### config.mk
export PLATFORM = sky130hd
export DESIGN_NAME = varint_zigzag_codec
export DESIGN_NICKNAME = d
export VERILOG_FILES = /design/src/hdl/vzz_pkg.sv /design/src/hdl/varint_zigzag_codec.sv /design/src/hdl/vzz_front.sv /design/src/hdl/vzz_queue.sv /design/src/hdl/vzz_back.sv
export SDC_FILE = /design/constraint.sdc
export NUM_CORES = 1
export LEC_CHECK = 0
export BUFFER_PORTS_ARGS = -buffer_cell sky130_fd_sc_hd__buf_4
export CORE_UTILIZATION = 30
export CTS_CLUSTER_DIAMETER = 200
export DETAILED_ROUTE_END_ITERATION = 7
export GPL_TIMING_DRIVEN = 0
export PLACE_DENSITY = 0.5
export REMOVE_ABC_BUFFERS = 1
export SYNTH_ARGS = -nofsm -noshare
export SYNTH_HDL_FRONTEND = slang
export SYNTH_HIERARCHICAL = 1
export SYNTH_SLANG_ARGS = --single-unit
### constraint.sdc
create_clock -name i_clk -period 12.4 [get_ports i_clk]
set_clock_uncertainty 0.15 [all_clocks]
set_input_delay 0.62 -clock i_clk [delete_from_list [all_inputs] [get_ports i_clk]]
set_output_delay 0.62 -clock i_clk [all_outputs]
set_load 0.005 [all_outputs]
### src/hdl/vzz_pkg.sv
// Shared types and constants of the varint/zigzag codec.
// No dependencies; imported by every module of the block.
package vzz_pkg;

    localparam logic OP_ENCODE  = 1'b0;
    localparam logic OP_DECODE  = 1'b1;
    localparam logic KIND_BYTE  = 1'b0;
    localparam logic KIND_VALUE = 1'b1;

    localparam int  GROUP_BITS = 7;
    localparam int  Q_DEPTH    = 2;
    localparam int  Q_PTR_W    = $clog2(Q_DEPTH);

    // Index of the final byte allowed at each width (byte limit minus one).
    localparam logic [3:0] LAST_IDX_NARROW = 4'd4;
    localparam logic [3:0] LAST_IDX_WIDE   = 4'd9;

    typedef struct packed {
        logic        op;
        logic        wide;
        logic        zigzag;
        logic [63:0] value;
        logic [7:0]  in_byte;
    } t_in_item;

    typedef struct packed {
        logic        kind;
        logic [7:0]  out_byte;
        logic [63:0] out_value;
        logic        last;
    } t_out_item;

    // Classified item: encode carries the mapped value, decode the byte in data[7:0].
    typedef struct packed {
        logic        op;
        logic        wide;
        logic        zigzag;
        logic [63:0] data;
    } t_q_entry;

endpackage

### src/hdl/varint_zigzag_codec.sv
// Top level of the base-128 varint codec with optional zigzag mapping.
// Depends on vzz_pkg, vzz_front, vzz_queue and vzz_back.
//
// Usage:
//   Input channel (i_in_valid / o_in_ready / i_in_data) takes one item per
//   transfer: op selects encode of value or decode of in_byte, wide selects
//   64-bit over 32-bit width, zigzag selects the signed mapping.
//   Output channel (o_out_valid / i_out_ready / o_out_data) returns results:
//   an encode gives 1 to 5 (narrow) or 1 to 10 (wide) byte results, last set
//   on the final one; a decode gives one value result at its final byte.
//   An item's first result comes from the output register, after the queue.
//   Throughput while the output is not stalled: one decode byte per cycle;
//   an encode leaves the back end's single output register one byte a cycle
//   and holds later items in the queue. A two-entry queue decouples the front
//   end, so items keep being taken while a result waits. When the receiver
//   stalls, the output holds, the queue fills and o_in_ready drops.
//   Reset (synchronous, active low) empties the queue, drops any result in
//   flight and clears the decode accumulator and latched width and mode.
module varint_zigzag_codec
    import vzz_pkg::*;
(
    input  logic      i_clk,
    input  logic      i_rst_n,
    input  logic      i_in_valid,
    output logic      o_in_ready,
    input  t_in_item  i_in_data,
    output logic      o_out_valid,
    input  logic      i_out_ready,
    output t_out_item o_out_data
);

    logic     w_push;
    t_q_entry w_push_entry;
    logic     w_q_ready;
    logic     w_q_valid;
    t_q_entry w_q_entry;
    logic     w_pop;

    vzz_front u_front (
        .i_clk      (i_clk),
        .i_rst_n    (i_rst_n),
        .i_in_valid (i_in_valid),
        .o_in_ready (o_in_ready),
        .i_in_data  (i_in_data),
        .i_q_ready  (w_q_ready),
        .o_push     (w_push),
        .o_entry    (w_push_entry)
    );

    vzz_queue u_queue (
        .i_clk   (i_clk),
        .i_rst_n (i_rst_n),
        .i_push  (w_push),
        .i_entry (w_push_entry),
        .o_ready (w_q_ready),
        .o_valid (w_q_valid),
        .o_entry (w_q_entry),
        .i_pop   (w_pop)
    );

    vzz_back u_back (
        .i_clk       (i_clk),
        .i_rst_n     (i_rst_n),
        .i_q_valid   (w_q_valid),
        .i_q_entry   (w_q_entry),
        .o_pop       (w_pop),
        .o_out_valid (o_out_valid),
        .i_out_ready (i_out_ready),
        .o_out_data  (o_out_data)
    );

endmodule

### src/hdl/vzz_front.sv
// Front end: accepts input items, applies width masking and zigzag mapping.
// Depends on vzz_pkg; feeds vzz_queue.
module vzz_front
    import vzz_pkg::*;
(
    input  logic     i_clk,
    input  logic     i_rst_n,
    input  logic     i_in_valid,
    output logic     o_in_ready,
    input  t_in_item i_in_data,
    input  logic     i_q_ready,
    output logic     o_push,
    output t_q_entry o_entry
);

    logic [63:0] w_map_wide;
    logic [31:0] w_map_narrow;
    logic [63:0] w_enc_value;

    assign o_in_ready = i_q_ready && i_rst_n;
    assign o_push     = i_in_valid && o_in_ready;

    assign w_map_wide   = (i_in_data.value << 1) ^ {64{i_in_data.value[63]}};
    assign w_map_narrow = (i_in_data.value[31:0] << 1) ^ {32{i_in_data.value[31]}};

    always_comb begin
        if (i_in_data.wide) begin
            w_enc_value = i_in_data.zigzag ? w_map_wide : i_in_data.value;
        end else begin
            w_enc_value = {32'd0, i_in_data.zigzag ? w_map_narrow : i_in_data.value[31:0]};
        end
    end

    always_comb begin
        o_entry.op     = i_in_data.op;
        o_entry.wide   = i_in_data.wide;
        o_entry.zigzag = i_in_data.zigzag;
        case (i_in_data.op)
            OP_ENCODE: o_entry.data = w_enc_value;
            OP_DECODE: o_entry.data = {56'd0, i_in_data.in_byte};
            default:   o_entry.data = w_enc_value;
        endcase
    end

endmodule

### src/hdl/vzz_queue.sv
// Short FIFO between front and back ends of the codec.
// Depends on vzz_pkg for the entry type and depth.
module vzz_queue
    import vzz_pkg::*;
(
    input  logic     i_clk,
    input  logic     i_rst_n,
    input  logic     i_push,
    input  t_q_entry i_entry,
    output logic     o_ready,
    output logic     o_valid,
    output t_q_entry o_entry,
    input  logic     i_pop
);

    localparam int CNT_W = $clog2(Q_DEPTH + 1);

    t_q_entry               r_mem [Q_DEPTH];
    logic [Q_PTR_W-1:0]     r_wr_ptr;
    logic [Q_PTR_W-1:0]     r_rd_ptr;
    logic [CNT_W-1:0]       r_count;
    logic [Q_PTR_W-1:0]     n_wr_ptr;
    logic [Q_PTR_W-1:0]     n_rd_ptr;

    assign o_ready = (r_count != CNT_W'(Q_DEPTH));
    assign o_valid = (r_count != '0);
    assign o_entry = r_mem[r_rd_ptr];

    always_comb begin
        n_wr_ptr = (r_wr_ptr == Q_PTR_W'(Q_DEPTH - 1)) ? '0 : r_wr_ptr + 1'b1;
        n_rd_ptr = (r_rd_ptr == Q_PTR_W'(Q_DEPTH - 1)) ? '0 : r_rd_ptr + 1'b1;
    end

    always_ff @(posedge i_clk) begin
        if (i_push) begin
            r_mem[r_wr_ptr] <= i_entry;
        end
    end

    always_ff @(posedge i_clk) begin
        if (!i_rst_n) begin
            r_wr_ptr <= '0;
            r_rd_ptr <= '0;
            r_count  <= '0;
        end else begin
            if (i_push) begin
                r_wr_ptr <= n_wr_ptr;
            end
            if (i_pop) begin
                r_rd_ptr <= n_rd_ptr;
            end
            case ({i_push, i_pop})
                2'b10:   r_count <= r_count + 1'b1;
                2'b01:   r_count <= r_count - 1'b1;
                default: r_count <= r_count;
            endcase
        end
    end

endmodule

### src/hdl/vzz_back.sv
// Back end: emits encoded bytes one per cycle when not stalled; accumulates decode bytes.
// Depends on vzz_pkg; drains vzz_queue into the output register.
module vzz_back
    import vzz_pkg::*;
(
    input  logic      i_clk,
    input  logic      i_rst_n,
    input  logic      i_q_valid,
    input  t_q_entry  i_q_entry,
    output logic      o_pop,
    output logic      o_out_valid,
    input  logic      i_out_ready,
    output t_out_item o_out_data
);

    // Output register
    logic        r_out_valid;
    t_out_item   r_out;
    // Encoder in progress
    logic        r_busy;
    logic [63:0] r_v;
    logic [3:0]  r_idx;
    logic        r_enc_wide;
    // Decoder state
    logic [63:0] r_acc;
    logic [3:0]  r_gi;
    logic        r_lw;
    logic        r_lz;

    logic        n_out_valid;
    t_out_item   n_out;
    logic        n_busy;
    logic [63:0] n_v;
    logic [3:0]  n_idx;
    logic        n_enc_wide;
    logic [63:0] n_acc;
    logic [3:0]  n_gi;
    logic        n_lw;
    logic        n_lz;

    logic        w_can_emit;
    logic [63:0] w_src_v;
    logic [3:0]  w_src_idx;
    logic        w_src_wide;
    logic        w_enc_last;
    logic [7:0]  w_enc_byte;

    logic        w_first;
    logic        w_eff_wide;
    logic        w_eff_zz;
    logic [5:0]  w_shamt;
    logic [63:0] w_acc_new;
    logic [63:0] w_zz;
    logic [63:0] w_dec_val;
    logic        w_dec_final;

    assign w_can_emit = !r_out_valid || i_out_ready;
    assign o_pop      = !r_busy && i_q_valid && w_can_emit;

    // Next byte of an encoding, from the running value or the queue head
    always_comb begin
        w_src_v    = r_busy ? r_v : i_q_entry.data;
        w_src_idx  = r_busy ? r_idx : 4'd0;
        w_src_wide = r_busy ? r_enc_wide : i_q_entry.wide;
        w_enc_last = (w_src_v[63:GROUP_BITS] == '0) ||
                     (w_src_idx == (w_src_wide ? LAST_IDX_WIDE : LAST_IDX_NARROW));
        w_enc_byte = w_enc_last ? w_src_v[7:0] : {1'b1, w_src_v[GROUP_BITS-1:0]};
    end

    // Decode step; width and mode come from the head at the first byte
    always_comb begin
        w_first    = (r_gi == 4'd0);
        w_eff_wide = w_first ? i_q_entry.wide : r_lw;
        w_eff_zz   = w_first ? i_q_entry.zigzag : r_lz;
        w_shamt    = {2'b00, r_gi} * 6'd7;
        w_acc_new  = (w_first ? 64'd0 : r_acc) |
                     ({57'd0, i_q_entry.data[GROUP_BITS-1:0]} << w_shamt);
        if (!w_eff_wide) begin
            w_acc_new[63:32] = 32'd0;
        end
        w_dec_final = !i_q_entry.data[7] ||
                      (r_gi == (w_eff_wide ? LAST_IDX_WIDE : LAST_IDX_NARROW));
        w_zz = (w_acc_new >> 1) ^ {64{w_acc_new[0]}};
        if (!w_eff_zz) begin
            w_dec_val = w_acc_new;
        end else if (w_eff_wide) begin
            w_dec_val = w_zz;
        end else begin
            w_dec_val = {{32{w_zz[31]}}, w_zz[31:0]};
        end
    end

    always_comb begin
        n_out_valid = r_out_valid;
        n_out       = r_out;
        n_busy      = r_busy;
        n_v         = r_v;
        n_idx       = r_idx;
        n_enc_wide  = r_enc_wide;
        n_acc       = r_acc;
        n_gi        = r_gi;
        n_lw        = r_lw;
        n_lz        = r_lz;
        if (w_can_emit) begin
            n_out_valid = 1'b0;
            if (r_busy || (i_q_valid && i_q_entry.op == OP_ENCODE)) begin
                n_out_valid         = 1'b1;
                n_out.kind          = KIND_BYTE;
                n_out.out_byte      = w_enc_byte;
                n_out.out_value     = 64'd0;
                n_out.last          = w_enc_last;
                n_busy              = !w_enc_last;
                n_v                 = w_src_v >> GROUP_BITS;
                n_idx               = w_src_idx + 4'd1;
                n_enc_wide          = w_src_wide;
            end else if (i_q_valid) begin
                n_lw = w_eff_wide;
                n_lz = w_eff_zz;
                if (w_dec_final) begin
                    n_out_valid     = 1'b1;
                    n_out.kind      = KIND_VALUE;
                    n_out.out_byte  = 8'd0;
                    n_out.out_value = w_dec_val;
                    n_out.last      = 1'b1;
                    n_acc           = 64'd0;
                    n_gi            = 4'd0;
                end else begin
                    n_acc = w_acc_new;
                    n_gi  = r_gi + 4'd1;
                end
            end
        end
    end

    always_ff @(posedge i_clk) begin
        if (!i_rst_n) begin
            r_out_valid <= 1'b0;
            r_busy      <= 1'b0;
            r_acc       <= 64'd0;
            r_gi        <= 4'd0;
            r_lw        <= 1'b0;
            r_lz        <= 1'b0;
        end else begin
            r_out_valid <= n_out_valid;
            r_busy      <= n_busy;
            r_acc       <= n_acc;
            r_gi        <= n_gi;
            r_lw        <= n_lw;
            r_lz        <= n_lz;
        end
    end

    always_ff @(posedge i_clk) begin
        r_out      <= n_out;
        r_v        <= n_v;
        r_idx      <= n_idx;
        r_enc_wide <= n_enc_wide;
    end

    assign o_out_valid = r_out_valid;
    assign o_out_data  = r_out;

endmodule

==> summary.txt <==
Initial antenna violation count -> 0
DR iter-0 viols -> 988
CTS tree -> built
Routed len/inst -> 20.4 um
Vias in the first global route -> 12.1k
# port buffers -> 154
Synth warn -> 6
CP startpoint -> u_back/r_gi[0]$_SDFFE_PN0P_
# IOs -> 155
Hold Path Origin -> i_in_data[73]
MaxCap Viol Count -> 0
Met1 WL -> 21.0 mm
Hold Crit Class -> in -> reg
WS Path Type -> reg -> reg
Placeable Area -> 57800 um2
Sequential area share after synthesis -> 55.0%
Final non-filler cell total -> 2428
Area grow syn2layout -> 18.0%
RePlAce Congestion -> 0.879
Pre-antenna DRT Iters -> 6
Number of flops mapped to enable cells by yosys -> 270
Final Setup Violations -> 0
Post-DR vias/cell -> 5.23
Root Buffer -> clkbuf_16
Worst-margin pin slew -> 1270 ps
DR WL met2 -> 25.1 mm
Clk Latency, worst-skew pair -> 570 ps
CTS max path bufs -> 3
Routed wl met3 -> 2.26 mm
N_diodes -> 0
Max-slew violation count -> 0
Resized Gates After CTS -> 0
# placed instances -> 2360
GRT Total Usage -> 16.4%
Post-Route WL -> 49.6 mm
Top sig layer -> met4
Post-Syn Area -> 17600 um2
Cell Rows -> 88
Layout Nets -> 1729
Fin crit share -> 51.5%
Sink Count -> 347
DRC violations left -> 0
Startpoint class of the critical path -> register
VDD IR max -> 173 uV
Fmax -> 0.157 GHz
Overflow after GRT -> 0
Power per cell area -> 224 nW/um2
Post-CTS Setup Inserts -> 0
Critical path data arrival time -> 6580 ps
DR vias -> 12.7k
Outcome -> finished clean
Minimum clock period -> 6380 ps
Inserted Clock Buffers -> 39
Initial core utilization -> 30.4%
Critical path fanouts, max -> 26
Slew headroom -> 13.7%
First-pass GRT wire length -> 75.2 mm
Die X -> 244 um
CTS H-tree lvls -> 2
Routed Antenna Nets -> 0
Hold Violations, Final -> 0
Largest net degree at the start of global routing -> 75
Hold buffers post-CTS -> 0
Synth cell types -> 82
Share of synthesized registers carrying an async set or reset -> 0%
Layout cells sized above 1 -> 18.6%
Clock-pin slew on the worst setup and hold paths -> 60 ps
Syn Area/Cell -> 11.3 um2
Setup TNS Final -> 0 ps
Leakage power -> 7.03 nW
Die height -> 244 um
RSZ-0062 raised after global routing -> no
Main synth FF type -> edfxtp_1
Post-detail-place hpwl -> 34.8 mm
Die ar. -> 59500 um2
Crit end category -> register
Reg2Reg Launch Point -> u_back/r_gi[0]$_SDFFE_PN0P_
Yosys reg bits -> 347
Synthesized instance count -> 1550
Worst Path Required -> 12590 ps
==> where the power goes <==
group / internal [mW] / switching (mW)
Clock: 0.668 / 0.472
Sequential: 1.71 / 0.148
Combinational: 0.647 / 1.00
Total: 3.02 / 1.62
==> cells in the final DEF (no fill, tap or decap), drive strengths merged, types with 55 or more instances in the layout <==
master  Yosys  layout
nand2     125     125
edfxtp    270     270
nor2      117     117
mux2      123     123
nand3      82      82
o21ai      57      57
buf        49     168
dfxtp      77      77
xnor2      55      55
a21oi      58      58
==> area by class of cell <==
class | instances | area, um2
sequential | 347 | 9660
timing repair buffer | 168 | 1450
tap | 765 | 957
clock buffer | 45 | 1010
inverter | 17 | 65.1
fill | 5711 | 37100
multi-input combinational | 1063 | 7350
clock inverter | 23 | 235
==> sequential cells by signal, summed over array words and instances (netlist names), named ones only <==
register            count
u_queue/r_rd_ptr        1
u_back/r_v             57
u_back/r_enc_wide       1
u_back/r_idx            4
u_queue/r_mem         134
u_back/r_gi             4
u_back/o_out_valid      1
u_back/r_busy           1
u_queue/r_count         2
u_back/r_acc           64
u_back/r_lw             1
u_back/o_out_data      74
u_queue/r_wr_ptr        1
u_back/r_lz             1
==> cells by family after synthesis <==
kind of cell | count (synthesis) | share of synthesized area [%]
and+or+nand+nor | 493 | 13.7
AOI/OAI and AO/OA | 352 | 14.3
DFF | 347 | 55.0
muxes | 144 | 9.32
buffers and inverters | 140 | 3.57
xor gates and xnor gates | 60 | 2.99
adders and majority gates | 14 | 1.17
==> synth_stat cells (9+ instances only) <==
library cell,instances,share of area [%]
buf_2,24,0.68
mux2_2,56,3.6
buf_4,13,0.56
inv_1,15,0.32
xnor2_1,55,2.7
edfxtp_1,270,46
a32oi_1,14,0.70
mux2_1,67,4.3
nor4_1,22,0.78
nand2_1,125,2.7
dfxtp_1,77,8.8
and2_1,21,0.75
or3_1,41,1.5
o221ai_1,20,1.0
clkbuf_1,74,1.6
a22oi_1,52,2.2
ha_1,10,0.71
and3_1,14,0.50
or4_1,9,0.38
nor2_1,117,2.5
nand3_1,82,2.3
mux2i_1,17,0.97
a21o_1,14,0.60
a21oi_1,58,1.7
o21ai_0,56,1.6
nor2b_1,13,0.46
buf_1,9,0.19
nor3_1,18,0.51
a211oi_1,40,1.7
a2bb2oi_1,23,1.1
o211ai_1,11,0.47
==> per-stage QoR <==
step | hold WS, ps | setup slack (ps) | instance area, um2 | power, mW | utilization, %
floorplan | 277 | 5490 | 17000 | 2.80 | -
global placement | 285 | 2480 | 19100 | 3.54 | 33.1
detailed placement | 290 | 6050 | 19500 | 3.56 | 33.7
CTS | 165 | 6050 | 20700 | 4.72 | 35.8
global route | 188 | 5570 | 20700 | 4.90 | 35.8
finish | 192 | 6020 | 20700 | 4.64 | 35.8
==> critical path: stages (launching register included) <==
cell	delay, ps
dfxtp_1	930
inv_1	380
fa_1	550
inv_1	70
ha_1	180
inv_1	70
fa_1	1140
nor2b_1	400
nand3_1	220
a211o_1	370
nand2_1	630
nand2_1	640
o221ai_1	420
==> worst paths after layout <==
check / endpoint / slack (ps) / cells past startpoint
worst max-delay path: u_back/o_out_data[21]$_SDFFCE_PP0P_ / 6020 / 12
worst min register to register: u_back/r_acc[17]$_SDFFE_PN0P_ / 300 / 2
worst min-delay path: u_queue/r_mem[0][65]$_DFFE_PP_ / 190 / 1
worst max register to register: u_back/o_out_data[21]$_SDFFCE_PP0P_ / 6020 / 12
==> metal layers <==
| layer | vias to the layer above | global-route usage (%) |
|---|---|---|
| met5 | - | 0 |
| li1 | 6077 | - |
| met1 | 6225 | 20.8 |
| met3 | 62 | 2.43 |
| met2 | 328 | 28.6 |
| met4 | 0 | 5.39 |
(Power assumes the default switching activity.)
